$ cat config.mk
export PLATFORM = sky130hd
export DESIGN_NAME = led_blink_pattern_engine_core
export DESIGN_NICKNAME = d
export VERILOG_FILES = /design/src/rtl/core/lbpe_pkg.sv /design/src/rtl/core/lbpe_cfg_regs.sv /design/src/rtl/core/lbpe_engine.sv /design/src/rtl/core/lbpe_result_reg.sv /design/src/rtl/core/led_blink_pattern_engine_core.sv
export VERILOG_INCLUDE_DIRS = /design/src /design/src/rtl/core
export SDC_FILE = /design/constraint.sdc
export NUM_CORES = 1
export LEC_CHECK = 0
export BUFFER_PORTS_ARGS = -buffer_cell sky130_fd_sc_hd__buf_4
export CAP_MARGIN = 20
export CORE_MARGIN = 3
export CORE_UTILIZATION = 47
export CTS_CLUSTER_DIAMETER = 60
export CTS_CLUSTER_SIZE = 28
export DETAILED_ROUTE_END_ITERATION = 10
export PLACE_DENSITY_LB_ADDON = 0.3
export SLEW_MARGIN = 20
export SYNTH_ARGS = -nofsm -noshare
export SYNTH_HDL_FRONTEND = slang
export SYNTH_HIERARCHICAL = 1
export SYNTH_SLANG_ARGS = --single-unit
$ cat constraint.sdc
create_clock -name clk_i -period 5.5 [get_ports clk_i]
set_input_delay 1.1 -clock clk_i [delete_from_list [all_inputs] [get_ports clk_i]]
set_output_delay 1.1 -clock clk_i [all_outputs]
set_load 0.005 [all_outputs]
$ cat src/rtl/core/led_blink_pattern_engine_core_defines.svh
// ----------------------------------------------------------------------------
// led blink pattern engine assertion macros
// concurrent assertion wrappers, empty when synthesizing
// ----------------------------------------------------------------------------
`ifndef LED_BLINK_PATTERN_ENGINE_CORE_DEFINES_SVH
`define LED_BLINK_PATTERN_ENGINE_CORE_DEFINES_SVH

`ifndef SYNTHESIS
// property checked on every clock edge outside reset
`define LBPE_ASSERT(lbl, clk, rstn, prop) \
  lbl: assert property (@(posedge clk) disable iff (!rstn) (prop)) \
    else $error("lbpe assertion failed");
// same-cycle implication
`define LBPE_ASSERT_IMPL(lbl, clk, rstn, ante, cons) \
  lbl: assert property (@(posedge clk) disable iff (!rstn) (ante) |-> (cons)) \
    else $error("lbpe implication failed");
`else
`define LBPE_ASSERT(lbl, clk, rstn, prop)
`define LBPE_ASSERT_IMPL(lbl, clk, rstn, ante, cons)
`endif

`endif

$ cat src/rtl/core/lbpe_pkg.sv
// ----------------------------------------------------------------------------
// lbpe_pkg
// shared types, codes and constants of the led blink pattern engine
// ----------------------------------------------------------------------------
`default_nettype none

package lbpe_pkg;

  // default parameter values
  localparam int unsigned INTERVAL_BITS_DEF  = 16;
  localparam int unsigned DURATION_BITS_DEF  = 24;
  localparam int unsigned STROBE_FLASHES_DEF = 5;
  localparam int unsigned FADE_STEP_DEF      = 5;

  // fixed field widths
  localparam int unsigned CFG_INDEX_W = 3;
  localparam int unsigned CFG_DATA_W  = 24;
  localparam int unsigned LEVEL_IN_W  = 10;

  // timing constants in ms
  localparam int unsigned SLOW_MS         = 1000;
  localparam int unsigned FAST_MS         = 200;
  localparam int unsigned HEART_ON_MS     = 100;
  localparam int unsigned HEART_PAUSE_MS  = 800;
  localparam int unsigned STROBE_MS       = 50;
  localparam int unsigned STROBE_PAUSE_MS = 1000;
  localparam int unsigned FADE_MS         = 50;
  localparam int unsigned RESET_IV_MS     = 500;
  localparam int unsigned HEART_FLASHES   = 2;

  localparam logic [7:0] LEVEL_MAX = 8'd255;

  // request codes
  typedef enum logic [2:0] {
    REQ_TICK   = 3'd0,
    REQ_START  = 3'd1,
    REQ_STOP   = 3'd2,
    REQ_ON     = 3'd3,
    REQ_OFF    = 3'd4,
    REQ_TOGGLE = 3'd5,
    REQ_SET    = 3'd6,
    REQ_ADJUST = 3'd7
  } req_e;

  // pattern modes
  typedef enum logic [2:0] {
    MODE_SOLID  = 3'd0,
    MODE_SLOW   = 3'd1,
    MODE_FAST   = 3'd2,
    MODE_HEART  = 3'd3,
    MODE_FADE   = 3'd4,
    MODE_STROBE = 3'd5,
    MODE_CUSTOM = 3'd6
  } mode_e;

  // register indexes
  typedef enum logic [CFG_INDEX_W-1:0] {
    CFG_PATTERN_MODE = 3'd0,
    CFG_CUSTOM_IV    = 3'd1,
    CFG_IV_OVERRIDE  = 3'd2,
    CFG_DURATION     = 3'd3,
    CFG_PWM_CAPABLE  = 3'd4
  } cfg_idx_e;

  // configuration register bank
  typedef struct packed {
    logic [2:0]  pattern_mode;
    logic [15:0] custom_interval;
    logic        interval_override;
    logic [23:0] duration_limit;
    logic        pwm_capable;
  } cfg_t;

  // led status handed to the result register
  typedef struct packed {
    logic       lit;
    logic [7:0] level;
    logic       running;
  } status_t;

  // clamp a signed value to 0..255
  function automatic logic [7:0] sat_level(input logic signed [10:0] v);
    logic [7:0] r;
    if (v < 0) begin
      r = 8'd0;
    end else if (v > 11'sd255) begin
      r = LEVEL_MAX;
    end else begin
      r = v[7:0];
    end
    return r;
  endfunction

endpackage

`default_nettype wire

$ cat src/rtl/core/lbpe_cfg_regs.sv
// ----------------------------------------------------------------------------
// lbpe_cfg_regs
// configuration register bank, written through its own valid/ready channel
// ----------------------------------------------------------------------------
`default_nettype none

module lbpe_cfg_regs (
  input  wire logic                            clk_i,
  input  wire logic                            rst_ni,
  input  wire logic                            cfg_valid_i,
  output logic                                 cfg_ready_o,
  input  wire logic [lbpe_pkg::CFG_INDEX_W-1:0] cfg_index_i,
  input  wire logic [lbpe_pkg::CFG_DATA_W-1:0]  cfg_data_i,
  output lbpe_pkg::cfg_t                       cfg_o
);
  import lbpe_pkg::*;

  cfg_t cfg_q, cfg_d;

  // writes are always taken
  assign cfg_ready_o = 1'b1;

  // register decode, unknown indexes are dropped
  always_comb begin
    cfg_d = cfg_q;
    if (cfg_valid_i) begin
      case (cfg_index_i)
        CFG_PATTERN_MODE: cfg_d.pattern_mode      = cfg_data_i[2:0];
        CFG_CUSTOM_IV:    cfg_d.custom_interval   = cfg_data_i[15:0];
        CFG_IV_OVERRIDE:  cfg_d.interval_override = cfg_data_i[0];
        CFG_DURATION:     cfg_d.duration_limit    = cfg_data_i[23:0];
        CFG_PWM_CAPABLE:  cfg_d.pwm_capable       = cfg_data_i[0];
        default:          cfg_d = cfg_q;
      endcase
    end
  end

  // register bank
  always_ff @(posedge clk_i or negedge rst_ni) begin
    if (!rst_ni) begin
      cfg_q.pattern_mode      <= MODE_SOLID;
      cfg_q.custom_interval   <= 16'(RESET_IV_MS);
      cfg_q.interval_override <= 1'b0;
      cfg_q.duration_limit    <= 24'd0;
      cfg_q.pwm_capable       <= 1'b1;
    end else begin
      cfg_q <= cfg_d;
    end
  end

  assign cfg_o = cfg_q;

endmodule

`default_nettype wire

$ cat src/rtl/core/lbpe_engine.sv
// ----------------------------------------------------------------------------
// lbpe_engine
// led state registers and the per-item next-state logic for ticks and commands
// ----------------------------------------------------------------------------
`default_nettype none

`include "led_blink_pattern_engine_core_defines.svh"

module lbpe_engine #(
  parameter int unsigned INTERVAL_BITS  = lbpe_pkg::INTERVAL_BITS_DEF,
  parameter int unsigned DURATION_BITS  = lbpe_pkg::DURATION_BITS_DEF,
  parameter int unsigned STROBE_FLASHES = lbpe_pkg::STROBE_FLASHES_DEF,
  parameter int unsigned FADE_STEP      = lbpe_pkg::FADE_STEP_DEF
) (
  input  wire logic                                  clk_i,
  input  wire logic                                  rst_ni,
  input  wire logic                                  accept_i,
  input  wire logic [2:0]                            req_type_i,
  input  wire logic signed [lbpe_pkg::LEVEL_IN_W-1:0] level_i,
  input  wire lbpe_pkg::cfg_t                        cfg_i,
  output lbpe_pkg::status_t                          status_o
);
  import lbpe_pkg::*;

  localparam int unsigned IB = INTERVAL_BITS;
  localparam int unsigned DB = DURATION_BITS;

  localparam logic [IB-1:0] IV_SLOW         = IB'(SLOW_MS);
  localparam logic [IB-1:0] IV_FAST         = IB'(FAST_MS);
  localparam logic [IB-1:0] IV_HEART_ON     = IB'(HEART_ON_MS);
  localparam logic [IB-1:0] IV_HEART_PAUSE  = IB'(HEART_PAUSE_MS);
  localparam logic [IB-1:0] IV_STROBE       = IB'(STROBE_MS);
  localparam logic [IB-1:0] IV_STROBE_PAUSE = IB'(STROBE_PAUSE_MS);
  localparam logic [IB-1:0] IV_FADE         = IB'(FADE_MS);
  localparam logic [IB-1:0] IV_RESET        = IB'(RESET_IV_MS);
  localparam logic [2:0]    STROBE_N        = 3'(STROBE_FLASHES);
  localparam logic [2:0]    HEART_N         = 3'(HEART_FLASHES);
  localparam logic [9:0]    FADE_INC        = 10'(FADE_STEP);

  logic            lit_q, lit_d;
  logic [7:0]      level_q, level_d;
  logic            running_q, running_d;
  mode_e           mode_q, mode_d;
  logic [IB-1:0]   step_iv_q, step_iv_d;
  logic [IB-1:0]   since_step_q, since_step_d;
  logic [DB-1:0]   since_start_q, since_start_d;
  logic [2:0]      flash_q, flash_d;
  logic            rising_q, rising_d;

  logic [31:0]     ci_wide, dur_wide;
  logic [IB-1:0]   custom_iv;
  logic [DB-1:0]   dur_lim;
  logic [DB-1:0]   start_inc;
  logic [IB-1:0]   step_inc;
  logic [IB-1:0]   start_iv;
  logic [9:0]      fade_up;
  logic signed [10:0] adj_sum;

  // config values at the counter widths
  assign ci_wide   = 32'(cfg_i.custom_interval);
  assign dur_wide  = 32'(cfg_i.duration_limit);
  assign custom_iv = ci_wide[IB-1:0];
  assign dur_lim   = dur_wide[DB-1:0];

  // saturating counter increments
  assign start_inc = (since_start_q != '1) ? since_start_q + 1'b1 : since_start_q;
  assign step_inc  = (since_step_q != '1) ? since_step_q + 1'b1 : since_step_q;

  // fade ramp and brightness adjust sums
  assign fade_up = {2'b00, level_q} + FADE_INC;
  assign adj_sum = $signed({3'b000, level_q}) + $signed({level_i[9], level_i});

  // default interval of the configured pattern, or the custom one on override
  always_comb begin
    case (cfg_i.pattern_mode)
      MODE_SLOW:   start_iv = IV_SLOW;
      MODE_FAST:   start_iv = IV_FAST;
      MODE_HEART:  start_iv = IV_HEART_ON;
      MODE_FADE:   start_iv = IV_FADE;
      MODE_STROBE: start_iv = IV_STROBE;
      MODE_CUSTOM: start_iv = custom_iv;
      default:     start_iv = custom_iv;
    endcase
    if (cfg_i.interval_override) begin
      start_iv = custom_iv;
    end
  end

  // next state for one item
  always_comb begin
    lit_d         = lit_q;
    level_d       = level_q;
    running_d     = running_q;
    mode_d        = mode_q;
    step_iv_d     = step_iv_q;
    since_step_d  = since_step_q;
    since_start_d = since_start_q;
    flash_d       = flash_q;
    rising_d      = rising_q;

    case (req_type_i)
      REQ_TICK: begin
        if (running_q) begin
          since_start_d = start_inc;
          if ((cfg_i.duration_limit != '0) && (start_inc >= dur_lim)) begin
            // run time used up
            running_d = 1'b0;
            mode_d    = MODE_SOLID;
            lit_d     = 1'b0;
          end else begin
            since_step_d = step_inc;
            if (step_inc >= step_iv_q) begin
              since_step_d = '0;
              // one pattern step
              case (mode_q)
                MODE_SLOW, MODE_FAST, MODE_CUSTOM: begin
                  lit_d = ~lit_q;
                end
                MODE_HEART: begin
                  if (flash_q < HEART_N) begin
                    lit_d     = ~lit_q;
                    flash_d   = flash_q + 3'd1;
                    step_iv_d = IV_HEART_ON;
                  end else begin
                    flash_d   = 3'd0;
                    step_iv_d = IV_HEART_PAUSE;
                    lit_d     = 1'b0;
                  end
                end
                MODE_FADE: begin
                  if (!cfg_i.pwm_capable) begin
                    lit_d = ~lit_q;
                  end else begin
                    lit_d = 1'b1;
                    if (rising_q) begin
                      if (fade_up >= 10'd255) begin
                        level_d  = LEVEL_MAX;
                        rising_d = 1'b0;
                      end else begin
                        level_d = fade_up[7:0];
                      end
                    end else begin
                      if ({2'b00, level_q} <= FADE_INC) begin
                        level_d  = 8'd0;
                        rising_d = 1'b1;
                      end else begin
                        level_d = level_q - FADE_INC[7:0];
                      end
                    end
                  end
                end
                MODE_STROBE: begin
                  if (flash_q < STROBE_N) begin
                    lit_d     = ~lit_q;
                    flash_d   = flash_q + 3'd1;
                    step_iv_d = IV_STROBE;
                  end else begin
                    flash_d   = 3'd0;
                    step_iv_d = IV_STROBE_PAUSE;
                    lit_d     = 1'b0;
                  end
                end
                default: begin
                  lit_d = lit_q;
                end
              endcase
            end
          end
        end
      end
      REQ_START: begin
        case (cfg_i.pattern_mode)
          MODE_SLOW, MODE_FAST, MODE_HEART, MODE_FADE, MODE_STROBE, MODE_CUSTOM: begin
            mode_d        = mode_e'(cfg_i.pattern_mode);
            step_iv_d     = start_iv;
            running_d     = 1'b1;
            since_step_d  = '0;
            since_start_d = '0;
            flash_d       = 3'd0;
            if (cfg_i.pattern_mode == MODE_FADE) begin
              rising_d = 1'b1;
            end
          end
          default: begin
            // solid: no pattern, led on
            running_d = 1'b0;
            mode_d    = MODE_SOLID;
            lit_d     = 1'b1;
          end
        endcase
      end
      REQ_STOP, REQ_OFF: begin
        running_d = 1'b0;
        mode_d    = MODE_SOLID;
        lit_d     = 1'b0;
      end
      REQ_ON: begin
        running_d = 1'b0;
        mode_d    = MODE_SOLID;
        lit_d     = 1'b1;
      end
      REQ_TOGGLE: begin
        lit_d = ~lit_q;
      end
      REQ_SET: begin
        level_d = sat_level({level_i[9], level_i});
      end
      REQ_ADJUST: begin
        level_d = sat_level(adj_sum);
      end
      default: begin
        lit_d = lit_q;
      end
    endcase
  end

  // state registers, updated on each accepted item
  always_ff @(posedge clk_i or negedge rst_ni) begin
    if (!rst_ni) begin
      lit_q         <= 1'b0;
      level_q       <= LEVEL_MAX;
      running_q     <= 1'b0;
      mode_q        <= MODE_SOLID;
      step_iv_q     <= IV_RESET;
      since_step_q  <= '0;
      since_start_q <= '0;
      flash_q       <= 3'd0;
      rising_q      <= 1'b1;
    end else if (accept_i) begin
      lit_q         <= lit_d;
      level_q       <= level_d;
      running_q     <= running_d;
      mode_q        <= mode_d;
      step_iv_q     <= step_iv_d;
      since_step_q  <= since_step_d;
      since_start_q <= since_start_d;
      flash_q       <= flash_d;
      rising_q      <= rising_d;
    end
  end

  // status after this item goes to the result register
  assign status_o.lit     = lit_d;
  assign status_o.level   = level_d;
  assign status_o.running = running_d;

  // a running pattern always has a timed mode
  `LBPE_ASSERT_IMPL(a_run_mode, clk_i, rst_ni, running_q, mode_q != MODE_SOLID)
  // heartbeat never exceeds its flash count
  `LBPE_ASSERT_IMPL(a_heart_flash, clk_i, rst_ni, running_q && (mode_q == MODE_HEART),
                    flash_q <= HEART_N)
  // strobe never exceeds its flash count
  `LBPE_ASSERT_IMPL(a_strobe_flash, clk_i, rst_ni, running_q && (mode_q == MODE_STROBE),
                    flash_q <= STROBE_N)

endmodule

`default_nettype wire

$ cat src/rtl/core/lbpe_result_reg.sv
// ----------------------------------------------------------------------------
// lbpe_result_reg
// result register with output handshake and drive level selection
// ----------------------------------------------------------------------------
`default_nettype none

`include "led_blink_pattern_engine_core_defines.svh"

module lbpe_result_reg (
  input  wire logic              clk_i,
  input  wire logic              rst_ni,
  input  wire logic              accept_i,
  output logic                   in_ready_o,
  input  wire lbpe_pkg::status_t status_i,
  input  wire logic              pwm_capable_i,
  output logic                   out_valid_o,
  input  wire logic              out_ready_i,
  output logic [7:0]             drive_level_o,
  output logic                   led_on_o,
  output logic [7:0]             brightness_now_o,
  output logic                   pattern_running_o
);
  import lbpe_pkg::*;

  logic       valid_q, valid_d;
  logic [7:0] drive_q, drive_d;
  logic       on_q;
  logic [7:0] bright_q;
  logic       run_q;

  // room for a new item when empty or being drained
  assign in_ready_o = !valid_q || out_ready_i;

  // duty for the led output
  always_comb begin
    if (!status_i.lit) begin
      drive_d = 8'd0;
    end else if (pwm_capable_i) begin
      drive_d = status_i.level;
    end else begin
      drive_d = LEVEL_MAX;
    end
  end

  // valid flag
  always_comb begin
    valid_d = valid_q;
    if (accept_i) begin
      valid_d = 1'b1;
    end else if (out_ready_i) begin
      valid_d = 1'b0;
    end
  end

  always_ff @(posedge clk_i or negedge rst_ni) begin
    if (!rst_ni) begin
      valid_q <= 1'b0;
    end else begin
      valid_q <= valid_d;
    end
  end

  // payload
  always_ff @(posedge clk_i) begin
    if (accept_i) begin
      drive_q  <= drive_d;
      on_q     <= status_i.lit;
      bright_q <= status_i.level;
      run_q    <= status_i.running;
    end
  end

  assign out_valid_o       = valid_q;
  assign drive_level_o     = drive_q;
  assign led_on_o          = on_q;
  assign brightness_now_o  = bright_q;
  assign pattern_running_o = run_q;

  // an unlit item always drives zero
  `LBPE_ASSERT_IMPL(a_off_zero, clk_i, rst_ni, valid_q && !on_q, drive_q == 8'd0)

endmodule

`default_nettype wire

$ cat src/rtl/core/led_blink_pattern_engine_core.sv
// ----------------------------------------------------------------------------
// led_blink_pattern_engine_core
// one-led blink, heartbeat, strobe and fade pattern engine driven by tick
// and command items
// result: valid in the cycle after its item is accepted
// throughput: one item per cycle unless out_ready_i stalls the output, set by
//   the single next-state pass between the state and result registers
// reset: asynchronous, clears all but the result payload to defaults at once,
//   no clearing pass; configuration writes are taken every cycle
// ----------------------------------------------------------------------------
`default_nettype none

module led_blink_pattern_engine_core #(
  parameter int unsigned INTERVAL_BITS  = lbpe_pkg::INTERVAL_BITS_DEF,
  parameter int unsigned DURATION_BITS  = lbpe_pkg::DURATION_BITS_DEF,
  parameter int unsigned STROBE_FLASHES = lbpe_pkg::STROBE_FLASHES_DEF,
  parameter int unsigned FADE_STEP      = lbpe_pkg::FADE_STEP_DEF
) (
  input  wire logic                                  clk_i,
  input  wire logic                                  rst_ni,
  // configuration write channel
  input  wire logic                                  cfg_valid_i,
  output logic                                       cfg_ready_o,
  input  wire logic [lbpe_pkg::CFG_INDEX_W-1:0]      cfg_index_i,
  input  wire logic [lbpe_pkg::CFG_DATA_W-1:0]       cfg_data_i,
  // input items
  input  wire logic                                  in_valid_i,
  output logic                                       in_ready_o,
  input  wire logic [2:0]                            req_type_i,
  input  wire logic signed [lbpe_pkg::LEVEL_IN_W-1:0] level_i,
  // result items
  output logic                                       out_valid_o,
  input  wire logic                                  out_ready_i,
  output logic [7:0]                                 drive_level_o,
  output logic                                       led_on_o,
  output logic [7:0]                                 brightness_now_o,
  output logic                                       pattern_running_o
);
  import lbpe_pkg::*;

  cfg_t    cfg;
  status_t status;
  logic    accept;

  assign accept = in_valid_i && in_ready_o;

  // configuration registers
  lbpe_cfg_regs u_cfg (
    .clk_i       (clk_i),
    .rst_ni      (rst_ni),
    .cfg_valid_i (cfg_valid_i),
    .cfg_ready_o (cfg_ready_o),
    .cfg_index_i (cfg_index_i),
    .cfg_data_i  (cfg_data_i),
    .cfg_o       (cfg)
  );

  // led state and pattern sequencing
  lbpe_engine #(
    .INTERVAL_BITS  (INTERVAL_BITS),
    .DURATION_BITS  (DURATION_BITS),
    .STROBE_FLASHES (STROBE_FLASHES),
    .FADE_STEP      (FADE_STEP)
  ) u_engine (
    .clk_i      (clk_i),
    .rst_ni     (rst_ni),
    .accept_i   (accept),
    .req_type_i (req_type_i),
    .level_i    (level_i),
    .cfg_i      (cfg),
    .status_o   (status)
  );

  // result register
  lbpe_result_reg u_result (
    .clk_i             (clk_i),
    .rst_ni            (rst_ni),
    .accept_i          (accept),
    .in_ready_o        (in_ready_o),
    .status_i          (status),
    .pwm_capable_i     (cfg.pwm_capable),
    .out_valid_o       (out_valid_o),
    .out_ready_i       (out_ready_i),
    .drive_level_o     (drive_level_o),
    .led_on_o          (led_on_o),
    .brightness_now_o  (brightness_now_o),
    .pattern_running_o (pattern_running_o)
  );

endmodule

`default_nettype wire
==> summary.txt <==
Timing
  – Final worst path period need: 4970 ps
  – Final period util: 0.904
  – Setup TNS: 0 ps
  – Final Hold Fails: 0
  – Slew @ Worst Pin: 1010 ps
  – FMAX: 201 MHz
  – Final Setup Violations: 0
  – Worst slew margin: 0.329
  – Slew Viols, Final: 0
  – Final WS setup: 526 ps
  – RSZ-0062 raised after global routing: false
  – Setup Skew: 11.4 ps

Global routing
  – Vias in the first global route: 7409
  – Antenna violations before repair: 0
  – Layer with the highest usage: met2
  – M3 GR Usage: 0.0407
  – Gr usage total: 0.216
  – Pin count of the biggest net entering global routing: 80
  – Global-route wire length before repair: 38300 um
  – Met1 usage: 0.292
  – GRT met2 Usage: 0.354
  – Gr ovfl total: 0

Setup path
  – Slowest-stage cell, CP: o41ai_4
  – Crit-path max FO: 9
  – Req. time, crit path: 5780 ps
  – WS Path Type: flip-flop to flip-flop
  – Worst Setup Start Kind: flip-flop
  – FF-to-FF path depth: 17
  – CP peak stage delay: 560 ps
  – Crit path max-delay family: compound AO/OA/AOI/OAI gates
  – Buf/Inv on CP: 1
  – Reg2reg setup slack: 530 ps
  – Reg2Reg Launch Point: u_engine/since_start_q[6]
  – R2r endpoint: u_result/drive_level_o[3]
  – Critical path arrival: 5260 ps
  – CP cell instances: and4_1 -> and4_4 -> nand4_4 -> o41ai_4 -> nor3_1 -> xor2_1 -> ha_1 -> nand4_1 -> nor4_2 -> o311ai_1 -> o21ai_1 -> o21ai_1 -> nand2_1 -> a211oi_1 -> a211oi_1 -> inv_1 -> a21boi_1
  – CP startpoint: u_engine/since_start_q[6]
  – Endpoint type of the worst setup path: flip-flop

Power and ir drop
  – Total power: 3.50 mW
  – Worst vdd ir: 0.000230 V
  – Pleak: 4.58 nW
  – Clock network power share: 0.345
  – Total net switching power: 1.19 mW
  – Part of the power in registers: 0.409
  – Combinational Power Share: 0.246
  – Pint: 2.31 mW
  – Net switching share of the total power: 0.341
  – PwrDens: 332 mW/mm^2

Yosys
  – Unique masters post-synth: 91
  – Prevailing post-synth register cell: dfrtp_1
  – Synthesized area: 0.00930 mm^2
  – Syn Inst Count: 1018
  – Largest family of logic cells by synthesized area: compound AO/OA/AOI/OAI gates
  – Area leader, netlist: dfrtp_1
  – Synth Area in Adders: 0.0761
  – Synth area leaders: dfrtp_1 26%, ha_1 7.4%, dfstp_2 6.2%, edfxtp_1 5.8%, o21ai_0 4.6%
  – Seq/Total Area, Yosys: 0.381
  – Syn_area_per_cell: 9.14 um^2
  – Simple-Gate Fraction of Synth Area: 0.181
  – Post-synth EDFFs: 18
  – Synth Area in XOR/XNOR: 0.0395
  – Seq cells post-synth: 137
  – Complex-gate fraction of the synthesized area: 0.204
  – Syn_nets: 1119
  – Synthesis Warnings: 6
  – Async S/R FF share, synth: 0.869
  – Area share of the largest cell type after synthesis: 0.261
  – Post-synthesis mux area share: 0.0656
  – Count leader, synth: nand2_1
  – Post-synth top cells: 107 x nand2_1, 97 x dfrtp_1, 86 x o21ai_0, 73 x nor2_1, 68 x inv_1

Layout
  – Area of the multi-input gates: 0.00526 mm^2
  – Layout cells sized above 1: 0.154
  – Core Util, Final: 0.552
  – Post-route cell area: 0.0105 mm^2
  – Fin nets: 1160
  – Layout fillers: 1721
  – P&R area growth vs syn: 13.3%
  – Register area: 0.00355 mm^2
  – Ant diodes: 0

Floorplan
  – Die height: 147 um
  – Row count: 50
  – Die width: 147 um
  – Initial Utilization: 0.487
  – Core area: 0.0191 mm^2
  – DIE AREA: 0.0215 mm^2
  – IO Count: 66

Placed design
  – I/O Buffers: 64
  – Setup slack at placement: 642 ps
  – Post-DP HPWL: 16600 um
  – GP Congestion: 0.872
  – Post-DP Area: 0.00991 mm^2

Drt
  – Iter 0 DRT Violations: 657
  – Routed vias/inst: 5.85
  – Final wirelength: 23000 um
  – DRC Markers: 0
  – Antenna viol nets, final: 0
  – TritonRoute pass-1 iters: 5
  – Vias: 7798
  – WL/cell: 17.3 um

Clock tree
  – Total CTS buffers: 17
  – Hold Buf Count CTS: 0
  – CTS clk-pin slew, worst paths: 60 ps
  – # resized after CTS: 0
  – Post-CTS setup buffers: 0
  – CTS H-tree depth: 4
  – CTS tree: built
  – CTS root buffer: clkbuf_16
  – Clock Latency Late Sink: 430 ps
  – Bufs on Longest Clock Path: 2
  – Clock sink count: 137

Run
  – Max cap viols: 0

Worst hold path
  – Hold/Removal Path Class: flip-flop to flip-flop
  – Hold Path Cell Cnt: 2
  – HP Start: u_engine/step_iv_q[8]
  – Worst Hold Path EP: u_engine/step_iv_q[8]

Run status
  – Outcome: finished clean
## cell families (layout without fill, tap and decap cells)
kind of cell,after synthesis,count (layout)
AOI/OAI and AO/OA,287,287
buffers and inverters,116,170
adders and majority gates,56,56
xor gates and xnor gates,42,42
DFF,137,137
muxes,51,51
other,1,1
and+or+nand+nor,328,328
## per-stage QoR
stage | hold WS (ps) | instances
2_1_floorplan | 448 | 1018
6_report | 476 | 1332
4_1_cts | 480 | 1332
3_5_place_dp | 466 | 1300
5_1_grt | 508 | 1332
3_3_place_gp | 460 | 1300
## worst max path at each step
stage	cells after the start	endpoint	slack, ps
detailed placement	17	u_result/drive_level_o[3]	640
floorplan	18	u_result/drive_level_o[4]	1500
finish	17	u_result/drive_level_o[3]	530
global placement	17	u_result/drive_level_o[3]	640
global route	18	u_result/drive_level_o[3]	70
CTS	17	u_result/drive_level_o[3]	590
## power groups by stage
stage          clock network (mW)  logic (mW)  registers (mW)
5_1_grt                      1.27       0.968            1.46
6_report                     1.21       0.861            1.43
4_1_cts                      1.23       0.856            1.43
2_1_floorplan                   0       0.670            1.34
3_3_place_gp                    0       0.833            1.44
3_5_place_dp                    0       0.847            1.44
## tightest hold or removal path: stages, from the launching register on
cell	delay (ps)
dfstp_2	370
nand2_1	40
o21ai_0	60
## metal layers
layer	vias to the layer above	wire length, um
met5	-	0
met4	0	385
met3	35	1110
met2	241	11300
met1	3741	10300
li1	3781	-
## cells in the final DEF, fill, tap and decap left out, types with 12 or more instances in the layout
cell type	n
a21o_1	12
dfrtp_1	97
xnor2_1	26
clkbuf_16	17
inv_1	68
nor3_1	24
buf_4	70
and3_1	12
a21oi_1	59
nand2_1	107
xor2_1	16
a32o_1	12
nor2_1	73
edfxtp_1	18
nand4_1	12
o21ai_0	86
dfstp_2	22
mux2_1	32
ha_1	55
a31oi_1	15
nand3_1	32
## registers in the layout (all words and copies together), names as in the netlist, 8 cells and up
| name | flops |
|---|---|
| u_result/brightness_now_o | 8 |
| u_engine/since_start_q | 24 |
| u_engine/level_q | 8 |
| u_result/drive_level_o | 8 |
| u_cfg/cfg_o | 45 |
| u_engine/since_step_q | 16 |
| u_engine/step_iv_q | 16 |
## cell type report
class,count,area share
clock buffer,17,0.0404
sequential,137,0.336
multi-input combinational,765,0.499
timing repair buffer,70,0.0499
clock inverter,15,0.0189
inverter,68,0.0242
tap,260,0.0309
Power figures use the tool's default switching activity.
